==> src/design/trq_pkg.sv <==
// Shared types and constants for the TCP receive reassembly queue.
package trq_pkg;

  localparam int QueueDepth = 16;
  localparam int IdxW = $clog2(QueueDepth);
  localparam int CntW = $clog2(QueueDepth + 1);

  typedef enum logic [1:0] {
    ST_ACCEPTED = 2'd0,
    ST_OVERLAP  = 2'd1,
    ST_FULL     = 2'd2
  } status_t;

  typedef struct packed {
    logic [31:0] segment_seq;
    logic [15:0] segment_length;
    logic [7:0]  buffer_tag;
  } segment_t;

  typedef struct packed {
    logic [31:0] ack_number;
    logic        delivered;
    logic [7:0]  delivered_tag;
    logic [1:0]  status;
    logic        last;
  } result_t;

endpackage

==> src/design/trq_if.sv <==
// Valid/ready channel interfaces for segments, results and configuration.
interface trq_seg_if;
  import trq_pkg::*;
  logic     valid;
  logic     ready;
  segment_t data;
  modport source (output valid, output data, input ready);
  modport sink (input valid, input data, output ready);
endinterface


==> src/design/trq_front.sv <==
// Front end: input skid register feeding the segment queue.
module trq_front (
  input  logic clk,
  input  logic rst,
  trq_seg_if.sink in,
  output trq_pkg::segment_t q_data,
  output logic q_valid,
  input  logic q_ready
);
  import trq_pkg::*;

  segment_t buf0, buf1;
  logic     v0, v1;

  assign in.ready = !v1;
  assign q_valid  = v0;
  assign q_data   = buf0;

  always_ff @(posedge clk) begin
    if (rst) begin
      v0 <= 1'b0;
      v1 <= 1'b0;
    end else begin
      if (q_ready && v0) begin
        if (v1) begin
          buf0 <= buf1;
          v1 <= 1'b0;
        end else if (in.valid && in.ready) begin
          buf0 <= in.data;
        end else begin
          v0 <= 1'b0;
        end
        if (v1 && in.valid && in.ready) begin
          buf1 <= in.data;
          v1 <= 1'b1;
        end
      end else if (in.valid && in.ready) begin
        if (!v0) begin
          buf0 <= in.data;
          v0 <= 1'b1;
        end else begin
          buf1 <= in.data;
          v1 <= 1'b1;
        end
      end
    end
  end

`ifndef ASSERT_OFF
  a_no_v1_alone: assert property (@(posedge clk) disable iff (rst) v1 |-> v0)
    else $error("second queue slot used while first empty");
  a_v1_blocks: assert property (@(posedge clk) disable iff (rst) v1 |-> !in.ready)
    else $error("queue accepts while full");
  a_rst_empty: assert property (@(posedge clk) rst |=> !v0 && !v1)
    else $error("queue not empty after reset");
`endif
endmodule

==> src/flat_wrapper.sv <==
// flat-port wrapper written by rule: the top's interface ports become plain ports
module trq_front_flat import trq_pkg::*;
  (clk, rst, q_data, q_valid, q_ready, in_valid, in_data, in_ready);
  trq_seg_if in_i ();
  input  logic clk;
  input  logic rst;
  output trq_pkg::segment_t q_data;
  output logic q_valid;
  input  logic q_ready;
  input wire logic [$bits(in_i.valid)-1:0] in_valid;
  input wire logic [$bits(in_i.data)-1:0] in_data;
  output wire logic [$bits(in_i.ready)-1:0] in_ready;
  assign in_i.valid = in_valid;
  assign in_i.data = in_data;
  assign in_ready = in_i.ready;
  trq_front u_core (.clk(clk), .rst(rst), .in(in_i), .q_data(q_data), .q_valid(q_valid), .q_ready(q_ready));
endmodule
==> config.mk <==
export PLATFORM = sky130hd
export DESIGN_NAME = trq_front_flat
export DESIGN_NICKNAME = d
export VERILOG_FILES = /design/src/design/trq_pkg.sv /design/src/design/trq_if.sv /design/src/design/trq_front.sv /design/src/flat_wrapper.sv
export SDC_FILE = /design/constraint.sdc
export NUM_CORES = 1
export LEC_CHECK = 0
export BUFFER_PORTS_ARGS = -buffer_cell sky130_fd_sc_hd__buf_2
export CORE_UTILIZATION = 53
export DETAILED_ROUTE_END_ITERATION = 7
export HOLD_SLACK_MARGIN = 0.12
export PLACE_DENSITY = 0.81
export SLEW_MARGIN = 20
export SYNTH_ARGS = -nofsm -noshare
export SYNTH_HDL_FRONTEND = slang
export SYNTH_SLANG_ARGS = --single-unit
==> constraint.sdc <==
create_clock -name clk -period 14.6 [get_ports clk]
set_clock_uncertainty 0.1 [all_clocks]
set_input_delay 2.19 -clock clk [delete_from_list [all_inputs] [get_ports clk]]
set_output_delay 2.19 -clock clk [all_outputs]
set_load 0.02 [all_outputs]
==> out/qor.yml, run 1 <==
dieArea_um2: 8510
worst_setup_path_start_kind: "input pin"
max_freq_mhz: 273
relSlewSlack_pct: 29.6
place_ws_ns: 10.43
hpwl_um: 4590
drcViolationCount: 0
ir_drop_v: 0.0000926
wl_um: 7410
viasPerCell: 4.97
vias: 2174
cap_viol_max_count: 0
htree_levels: 4
fin_tns_setup_ns: 0
crit_type: "in2reg"
required_ns: 14.63
drive_above_1_share_pct: 62.4
status: "finished clean"
clk_pin_slew_ns: 0.06
crit_path_end_kind: "register"
die_h_um: 92.2
fin_crit_ns: 3.66
slew_violations: 0
place_congestion: 0.671
grt_pass1_vias: 2188
dp_cells: 405
cts_sinks: 114
post_cts_buffers: 0
min_period_over_period_pct: 25.1
root_buffer: "clkbuf_8"
rr_worst_depth: 3
power_leakage_nw: 2.28
cts_tree: "done"
numPortBuffers: 117
grt_overflow: 0
postCtsHoldBufs: 0
synth_mux_area_share_pct: 18.1
coreArea_um2: 7810
power.density_nw_per_um2: 151
max_stage_delay_ns: 0.60
setup_viol: 0
die_x_um: 92.2
synth-compound-area-share_pct: 0.638
synth-simple-area-share_pct: 0.812
crit_slowest_cell: "nor3_4"
final-instance-count-excl-fill: 437
grtUsageTotal_pct: 18.8
worst_ep_arrival_time_ns: 3.68
hold_viol: 0
r2r-start: "u_core.q_valid$_SDFFE_PP0P_"
worst_pin_slew_ns: 1.06
rows: 32
grt_pass1_wl_um: 11500
synth-seq-cells: 114
min_path_type: "reg2reg"
drtPass1Iterations: 4
synth.cell_area_um2: 4320
grt_antenna_before_repair: 0
synth_cell_type_count: 15
ys_warn_count: 0
r2r_slack_ns: 12.25
nets: 382
final_common_cell: "buf_2"
synth-xor-area-share_pct: 0
initial_core_util_pct: 55.3
crit_chain: "buf_2 > a21oi_1 > nor3_4 > buf_4"
synth_fa_ha_area_share_pct: 0
first_iter_violations: 123
synth_top_family_by_area: "multiplexers"
fin_util_pct: 72.0
rr_endpoint: "u_core.q_data[30]$_DFFE_PP_"
io-pin-count: 118
critPathMaxFanout: 41
wl_per_cell_um: 17.0
layout_common_cells: "117 x buf_2, 112 x edfxtp_1, 40 x mux2_4"
setup_slack_ns: 10.94
syn_area_per_cell_um2: 22.8
grt_start_max_net_pins: 57
cts_buffer_depth: 2
crit_path_start: "q_ready"
insertion_delay_ns: 0.49
synth_nets: 249
ant_nets: 0
syn2layout_area_growth_pct: 30.2
n_antenna_cell: 0
syn_inst: 189
worstSetupEndpoint: "u_core.q_data[30]$_DFFE_PP_"
cts_inserted_buffers: 17
post_cts_resized: 0
seq_area_frac_synth_pct: 78.9
rsz0062_at_grt: "no"
[cells by family after synthesis]
group                  count (synthesis)
and+or+nand+nor                        6
DFF                                  114
buffers and inverters                  8
muxes                                 56
AOI/OAI and AO/OA                      5
[stage by stage]
stage	area [um2]	hold WS, ns	power (mW)
global placement	5010	0.429	0.433
global route	5620	0.453	0.872
finish	5620	0.445	0.847
CTS	5620	0.449	0.855
floorplan	4320	0.425	0.414
detailed placement	5010	0.436	0.435
[final cells by class]
class                   instances  area (um2)
fillers                       497        2190
clock buffers                  18         418
repair buffers                120         608
multi-input cells              67         868
well taps                     102         128
inverters                       2        7.51
flip-flops and latches        114        3400
clock inverters                14         186
[how the worst min path moves through the flow]
| stage | startpoint | endpoint | slack, ns | cells after the start |
|---|---|---|---|---|
| CTS | u_core.buf1[41]$_DFFE_PP_ | u_core.q_data[41]$_DFFE_PP_ | 0.45 | 1 |
| detailed placement | u_core.buf1[22]$_DFFE_PP_ | u_core.q_data[22]$_DFFE_PP_ | 0.44 | 1 |
| global placement | u_core.buf1[50]$_DFFE_PP_ | u_core.q_data[50]$_DFFE_PP_ | 0.43 | 1 |
| finish | u_core.buf1[41]$_DFFE_PP_ | u_core.q_data[41]$_DFFE_PP_ | 0.44 | 1 |
| floorplan | u_core.buf1[47]$_DFFE_PP_ | u_core.q_data[47]$_DFFE_PP_ | 0.42 | 1 |
| global route | u_core.buf1[35]$_DFFE_PP_ | u_core.q_data[35]$_DFFE_PP_ | 0.45 | 1 |
[synth_stat cells]
cell type | instances | area share [%]
a211oi_1 | 1 | 0.17
a21oi_1 | 3 | 0.35
buf_2 | 1 | 0.12
buf_6 | 5 | 1.3
dfxtp_1 | 2 | 0.93
edfxtp_1 | 112 | 78
inv_1 | 2 | 0.17
mux2_2 | 16 | 4.2
mux2_4 | 40 | 14
nand2_1 | 1 | 0.087
nand3_2 | 1 | 0.23
nor2_1 | 2 | 0.17
nor3_1 | 1 | 0.12
nor4b_1 | 1 | 0.20
o21ai_0 | 1 | 0.12
[worst max-delay path, delay by kind of cell]
family                 cells  cell delay, ns
AOI/OAI and AO/OA          1            0.11
buffers and inverters      2            0.74
and+or+nand+nor            1            0.60
[flip-flops by register name, indices dropped and copies added, names as in the netlist]
register,cells
u_core.buf1,56
u_core.q_data,56
u_core.q_valid,1
u_core.v1,1
[layer usage]
layer | routed length [um] | vias to the layer above | part of all wire, % | global-route usage [%]
met4 | 53 | 0 | 0.71 | 8.46
met1 | 3510 | 1055 | 47 | 25.1
li1 | - | 1022 | - | -
met5 | 0 | - | 0 | 0
met2 | 3460 | 90 | 47 | 28.5
met3 | 390 | 7 | 5.3 | 5.80
[where the power goes]
| part | switching (mW) | internal, mW |
|---|---|---|
| logic | 0.0287 | 0.0227 |
| clock network | 0.143 | 0.276 |
| registers | 0.00343 | 0.373 |
Power figures use the tool's default switching activity.
==> inputs of run 2 (changes only) <==
--- a/config.mk
+++ b/config.mk
@@ -6,10 +6,10 @@
 export NUM_CORES = 1
 export LEC_CHECK = 0
 export BUFFER_PORTS_ARGS = -buffer_cell sky130_fd_sc_hd__buf_2
-export CORE_UTILIZATION = 53
+export CORE_UTILIZATION = 52
 export DETAILED_ROUTE_END_ITERATION = 7
 export HOLD_SLACK_MARGIN = 0.12
-export PLACE_DENSITY = 0.81
+export PLACE_DENSITY = 0.79
 export SLEW_MARGIN = 20
 export SYNTH_ARGS = -nofsm -noshare
 export SYNTH_HDL_FRONTEND = slang
==> constraint.sdc (replaced) <==
create_clock -name clk -period 3.4 [get_ports clk]
set_clock_uncertainty 0.1 [all_clocks]
set_input_delay 0.51 -clock clk [delete_from_list [all_inputs] [get_ports clk]]
set_output_delay 0.51 -clock clk [all_outputs]
set_load 0.02 [all_outputs]
==> out/qor.yml, run 2 (synthesis gave the netlist of run 1 again) <==
hpwl_um: 4650
worst_setup_path_start_kind: "register"
rsz0062_at_grt: "no"
cts_inserted_buffers: 17
layout_common_cells: "117 x buf_2, 112 x edfxtp_1, 56 x dlygate4sd3_1"
io-pin-count: 118
fin_tns_setup_ns: 0
final_common_cell: "buf_2"
max_stage_delay_ns: 0.59
grt_overflow: 0
status: "finished clean"
grt_pass1_vias: 2485
grt_pass1_wl_um: 12700
final-instance-count-excl-fill: 494
vias: 2430
power_leakage_nw: 2.52
nets: 439
drcViolationCount: 0
syn2layout_area_growth_pct: 43.2
post_cts_buffers: 0
cts_buffer_depth: 2
grt_start_max_net_pins: 57
max_freq_mhz: 521
place_congestion: 0.671
insertion_delay_ns: 0.51
viasPerCell: 4.92
fin_crit_ns: 1.92
dp_cells: 406
power.density_nw_per_um2: 579
crit_type: "reg2reg"
rows: 32
drive_above_1_share_pct: 54.1
post_cts_resized: 0
wl_per_cell_um: 16.5
drtPass1Iterations: 4
wl_um: 8180
whs_path_depth: 2
min_path_type: "in2reg"
cts_sinks: 114
crit_path_end_kind: "register"
dieArea_um2: 8670
critPathMaxFanout: 56
required_ns: 3.43
crit_chain: "a21oi_1 > nor3_4 > buf_4"
min_period_over_period_pct: 56.5
cts_tree: "done"
hold_viol: 0
grt_antenna_before_repair: 0
first_iter_violations: 102
ant_nets: 0
die_h_um: 93.1
crit_slowest_cell: "buf_4"
grtUsageTotal_pct: 20.5
numPortBuffers: 117
ir_drop_v: 0.000427
die_x_um: 93.1
cap_viol_max_count: 0
relSlewSlack_pct: 51.0
worst_pin_slew_ns: 0.735
worst_ep_arrival_time_ns: 1.95
n_antenna_cell: 0
coreArea_um2: 7890
rr_worst_depth: 3
r2r_slack_ns: 1.48
htree_levels: 4
initial_core_util_pct: 54.7
fillCellCount: 433
clk_pin_slew_ns: 0.06
slew_violations: 0
setup_viol: 0
root_buffer: "clkbuf_8"
==> run 2: metal layers <==
metal,vias to the layer above,GRT usage (%),share of wire (%)
met5,-,0,0
met4,0,7.69,1.1
met3,14,7.80,6.3
met2,106,33.2,50
met1,1169,25.0,42
li1,1141,-,-
==> run 2: path summary, 6_finish.rpt <==
check,endpoint,start
max,u_core.q_data[48]$_DFFE_PP_,u_core.q_valid$_SDFFE_PP0P_
min,u_core.v1$_SDFFE_PP0P_,rst
max reg2reg,u_core.q_data[48]$_DFFE_PP_,u_core.q_valid$_SDFFE_PP0P_
min reg2reg,u_core.q_data[10]$_DFFE_PP_,u_core.buf1[10]$_DFFE_PP_
==> run 2: what timing repair did <==
item	in CTS	in global routing
hold buffers	56	0
endpoints found under the setup margin	0	0
endpoints found under the hold margin	56	0
==> run 2: cell type report <==
| cell class | count | area (um2) | area share, % |
|---|---|---|---|
| Sequential cell | 114 | 3400 | 55.1 |
| Timing Repair Buffer | 177 | 1190 | 19.2 |
| Multi-Input combinational cell | 67 | 877 | 14.2 |
| Clock buffer | 17 | 414 | 6.70 |
| Clock inverter | 15 | 160 | 2.59 |
| Tap cell | 102 | 128 | 2.07 |
| Inverter | 2 | 7.51 | 0.122 |
==> run 2: worst max-delay path: cells and delay by family, from the launching register on <==
kind / cells / cell delay (ns)
buffers and inverters: 1 / 0.59
DFF: 1 / 0.51
AOI/OAI and AO/OA: 1 / 0.17
and+or+nand+nor: 1 / 0.13
==> run 2: power breakdown <==
| part | internal, mW | switching (mW) |
|---|---|---|
| Sequential | 1.60 | 0.0155 |
| Combinational | 0.140 | 0.134 |
| Clock | 1.05 | 0.640 |
| Total | 2.79 | 0.790 |
==> run 2: stage by stage <==
stage / setup WS (ns) / total power [mW] / area, um2 / hold slack (ns) / utilization (%)
after floorplan: 0.00495 / 1.77 / 4340 / 0.425 / -
after global placement: 1.39 / 1.86 / 5040 / 0.428 / 63.9
after detailed placement: 1.35 / 1.87 / 5040 / 0.434 / 63.9
after CTS: 1.51 / 3.61 / 6180 / 0.143 / 78.3
after global routing: 1.39 / 3.69 / 6180 / 0.174 / 78.3
final: 1.48 / 3.58 / 6180 / 0.178 / 78.3
==> inputs of run 3 (changes only) <==
--- a/config.mk
+++ b/config.mk
@@ -5,6 +5,7 @@
 export SDC_FILE = /design/constraint.sdc
 export NUM_CORES = 1
 export LEC_CHECK = 0
+export ABC_AREA = 1
 export BUFFER_PORTS_ARGS = -buffer_cell sky130_fd_sc_hd__buf_2
 export CORE_UTILIZATION = 52
 export DETAILED_ROUTE_END_ITERATION = 7
==> constraint.sdc (replaced) <==
create_clock -name clk -period 1.92 [get_ports clk]
set_clock_uncertainty 0.1 [all_clocks]
set_input_delay 0.288 -clock clk [delete_from_list [all_inputs] [get_ports clk]]
set_output_delay 0.288 -clock clk [all_outputs]
set_load 0.02 [all_outputs]
==> out/qor.yml, run 3 <==
status: "finished clean"
drtPass1Iterations: 7
coreArea_um2: 7890
critPathMaxFanout: 25
synth_cell_type_count: 16
grt_util_met2_pct: 36.9
r2r-start: "u_core.v1$_SDFFE_PP0P_"
cap_viol_max_count: 0
seq_power_share_pct: 46.7
clk_pin_slew_ns: 0.05
crit_chain: "inv_2 > buf_4 > nand2_1 > nand2_1 > nor2_4 > buf_4"
min_path_type: "in2reg"
synth_top_area_share_pct: 78.0
root_buffer: "clkbuf_8"
syn_inst: 321
initial_core_util_pct: 54.6
r2r_slack_ns: 0.12
insertion_delay_ns: 0.50
power_switching_mw: 1.37
drive_above_1_share_pct: 31.5
crit_path_end_kind: "register"
post_cts_buffers: 0
gr-usage-met3_pct: 5.69
final_common_cell: "nand2_1"
hp-start: "q_ready"
dieArea_um2: 8650
max_freq_mhz: 556
p_clk_share_pct: 45.4
synth_edf_count: 112
syn_area_per_cell_um2: 13.4
cts_tree: "done"
required_ns: 2.01
comb_power_share_pct: 7.9
ys.flop_type: "edfxtp_1"
worst_ep_arrival_time_ns: 1.89
slew_violations: 0
min_period_over_period_pct: 93.6
fin_util_pct: 78.4
hold_ws_ns: 0.227
synth_top_family_by_area: "simple AND/OR/NAND/NOR gates"
p_total_mw: 6.10
synthTopCellsByCount: "121 x nand2_1, 112 x edfxtp_1, 46 x o21ai_0, 10 x o21ai_1"
drcViolationCount: 0
switching_share_pct: 22.5
rr_endpoint: "u_core.q_data[7]$_DFFE_PP_"
ys_warn_count: 0
hold-path-endpoint: "u_core.v1$_SDFFE_PP0P_"
synth.cell_area_um2: 4310
synth.largest_area_cell: "edfxtp_1"
die_x_um: 93.0
power_leakage_nw: 2.42
met1_usage_pct: 28.4
synth_fa_ha_area_share_pct: 0
grtUsageTotal_pct: 22.4
critPathTopFamily: "buffers and inverters"
syn2layout_area_growth_pct: 43.6
whs_path_depth: 5
rsz0062_at_grt: "no"
crit_type: "reg2reg"
crit_slowest_cell: "dfxtp_1"
wl_um: 9200
grt_start_max_net_pins: 57
busiest_layer: "met2"
first_iter_violations: 211
ant_nets: 0
grt_pass1_vias: 2999
seq_area_frac_synth_pct: 79.0
grt_antenna_before_repair: 0
rows: 32
synth.most_common_cell: "nand2_1"
critPathBufInv: 3
final-instance-count-excl-fill: 622
post_cts_resized: 0
hpwl_um: 5310
rr_worst_depth: 6
synth_area_leaders: "edfxtp_1 78%, nand2_1 11%, o21ai_0 5.3%"
synth_nets: 381
numPortBuffers: 117
synth-compound-area-share_pct: 6.74
worst_setup_path_start_kind: "register"
ir_drop_v: 0.000594
wl_per_cell_um: 14.8
cts_buffer_depth: 2
synthArstFlopShare_pct: 0
power.density_nw_per_um2: 986
htree_levels: 4
hold_viol: 0
p_int_mw: 4.73
cts_sinks: 114
nets: 567
synth_mux_area_share_pct: 0
synth-simple-area-share_pct: 11.1
relSlewSlack_pct: 50.3
io-pin-count: 118
cts_inserted_buffers: 17
layout_common_cells: "118 x nand2_1, 117 x buf_2, 112 x edfxtp_1"
fin_crit_ns: 1.80
synth-xor-area-share_pct: 0
die_h_um: 93.0
place_congestion: 0.832
postCtsHoldBufs: 59
dp_cells: 531
vias: 3113
synth-seq-cells: 114
n_antenna_cell: 0
setup_viol: 0
grt_overflow: 0
viasPerCell: 5.00
worst_pin_slew_ns: 0.743
grt_pass1_wl_um: 14200
max_stage_delay_ns: 0.37
run 3: cell types whose count changed after synthesis, moves of 2 or more:
cell	before	now
nand2_1	1	121
inv_1	2	4
clkbuf_2	0	2
o21ai_0	1	46
mux2_2	16	0
mux2_4	40	0
buf_2	1	3
o21ai_1	0	10
clkbuf_1	0	6
run 3: per-layer routing:
layer / wire length [um] / up-vias
li1: - / 1504
met2: 4690 / 142
met4: 119 / 0
met1: 3770 / 1457
met5: 0 / -
met3: 625 / 10
run 3: metrics by stage:
| step | setup TNS [ns] | setup WS [ns] | cell area [um2] |
|---|---|---|---|
| after floorplan | -15.80 | -0.152 | 4360 |
| after global placement | 0 | 0.0662 | 5030 |
| after detailed placement | 0 | 0.120 | 5060 |
| after CTS | 0 | 0.111 | 6190 |
| after global routing | 0 | 0.0398 | 6190 |
| final | 0 | 0.122 | 6190 |
run 3: worst register-to-register path, stage by stage, from the launching register on:
cell     delay (ns)
dfxtp_1        0.37
inv_2          0.08
buf_4          0.22
nand2_1        0.10
nand2_1        0.09
nor2_4         0.23
buf_4          0.29
run 3: power by group through the flow:
stage                     clock [mW]  combinational [mW]  sequential [mW]
after floorplan                    0               0.147             2.97
after global placement             0               0.369             2.90
after detailed placement           0               0.382             2.90
after CTS                       2.81               0.478             2.85
after global routing            2.91               0.524             2.85
final                           2.77               0.481             2.85
run 3: worst max-delay path by stage:
stage / startpoint / to / cells after the start
floorplan: u_core.q_valid$_SDFFE_PP0P_ / u_core.buf1[0]$_DFFE_PP_ / 5
global placement: q_ready / u_core.q_data[15]$_DFFE_PP_ / 5
detailed placement: u_core.v1$_SDFFE_PP0P_ / u_core.q_data[15]$_DFFE_PP_ / 6
CTS: u_core.v1$_SDFFE_PP0P_ / u_core.q_data[7]$_DFFE_PP_ / 6
global route: u_core.v1$_SDFFE_PP0P_ / u_core.q_data[44]$_DFFE_PP_ / 6
finish: u_core.v1$_SDFFE_PP0P_ / u_core.q_data[7]$_DFFE_PP_ / 6
run 3: cell type report:
class / count / area [um2]
flip-flops and latches: 114 / 3410
fillers: 474 / 1700
repair buffers: 185 / 1290
multi-input cells: 184 / 811
clock buffers: 17 / 414
well taps: 102 / 128
clock inverters: 15 / 120
inverters: 5 / 18.8
run 3: cells by family after synthesis:
| family | Yosys count |
|---|---|
| flops | 114 |
| compound gates | 58 |
| simple gates | 126 |
| buf+inv | 23 |
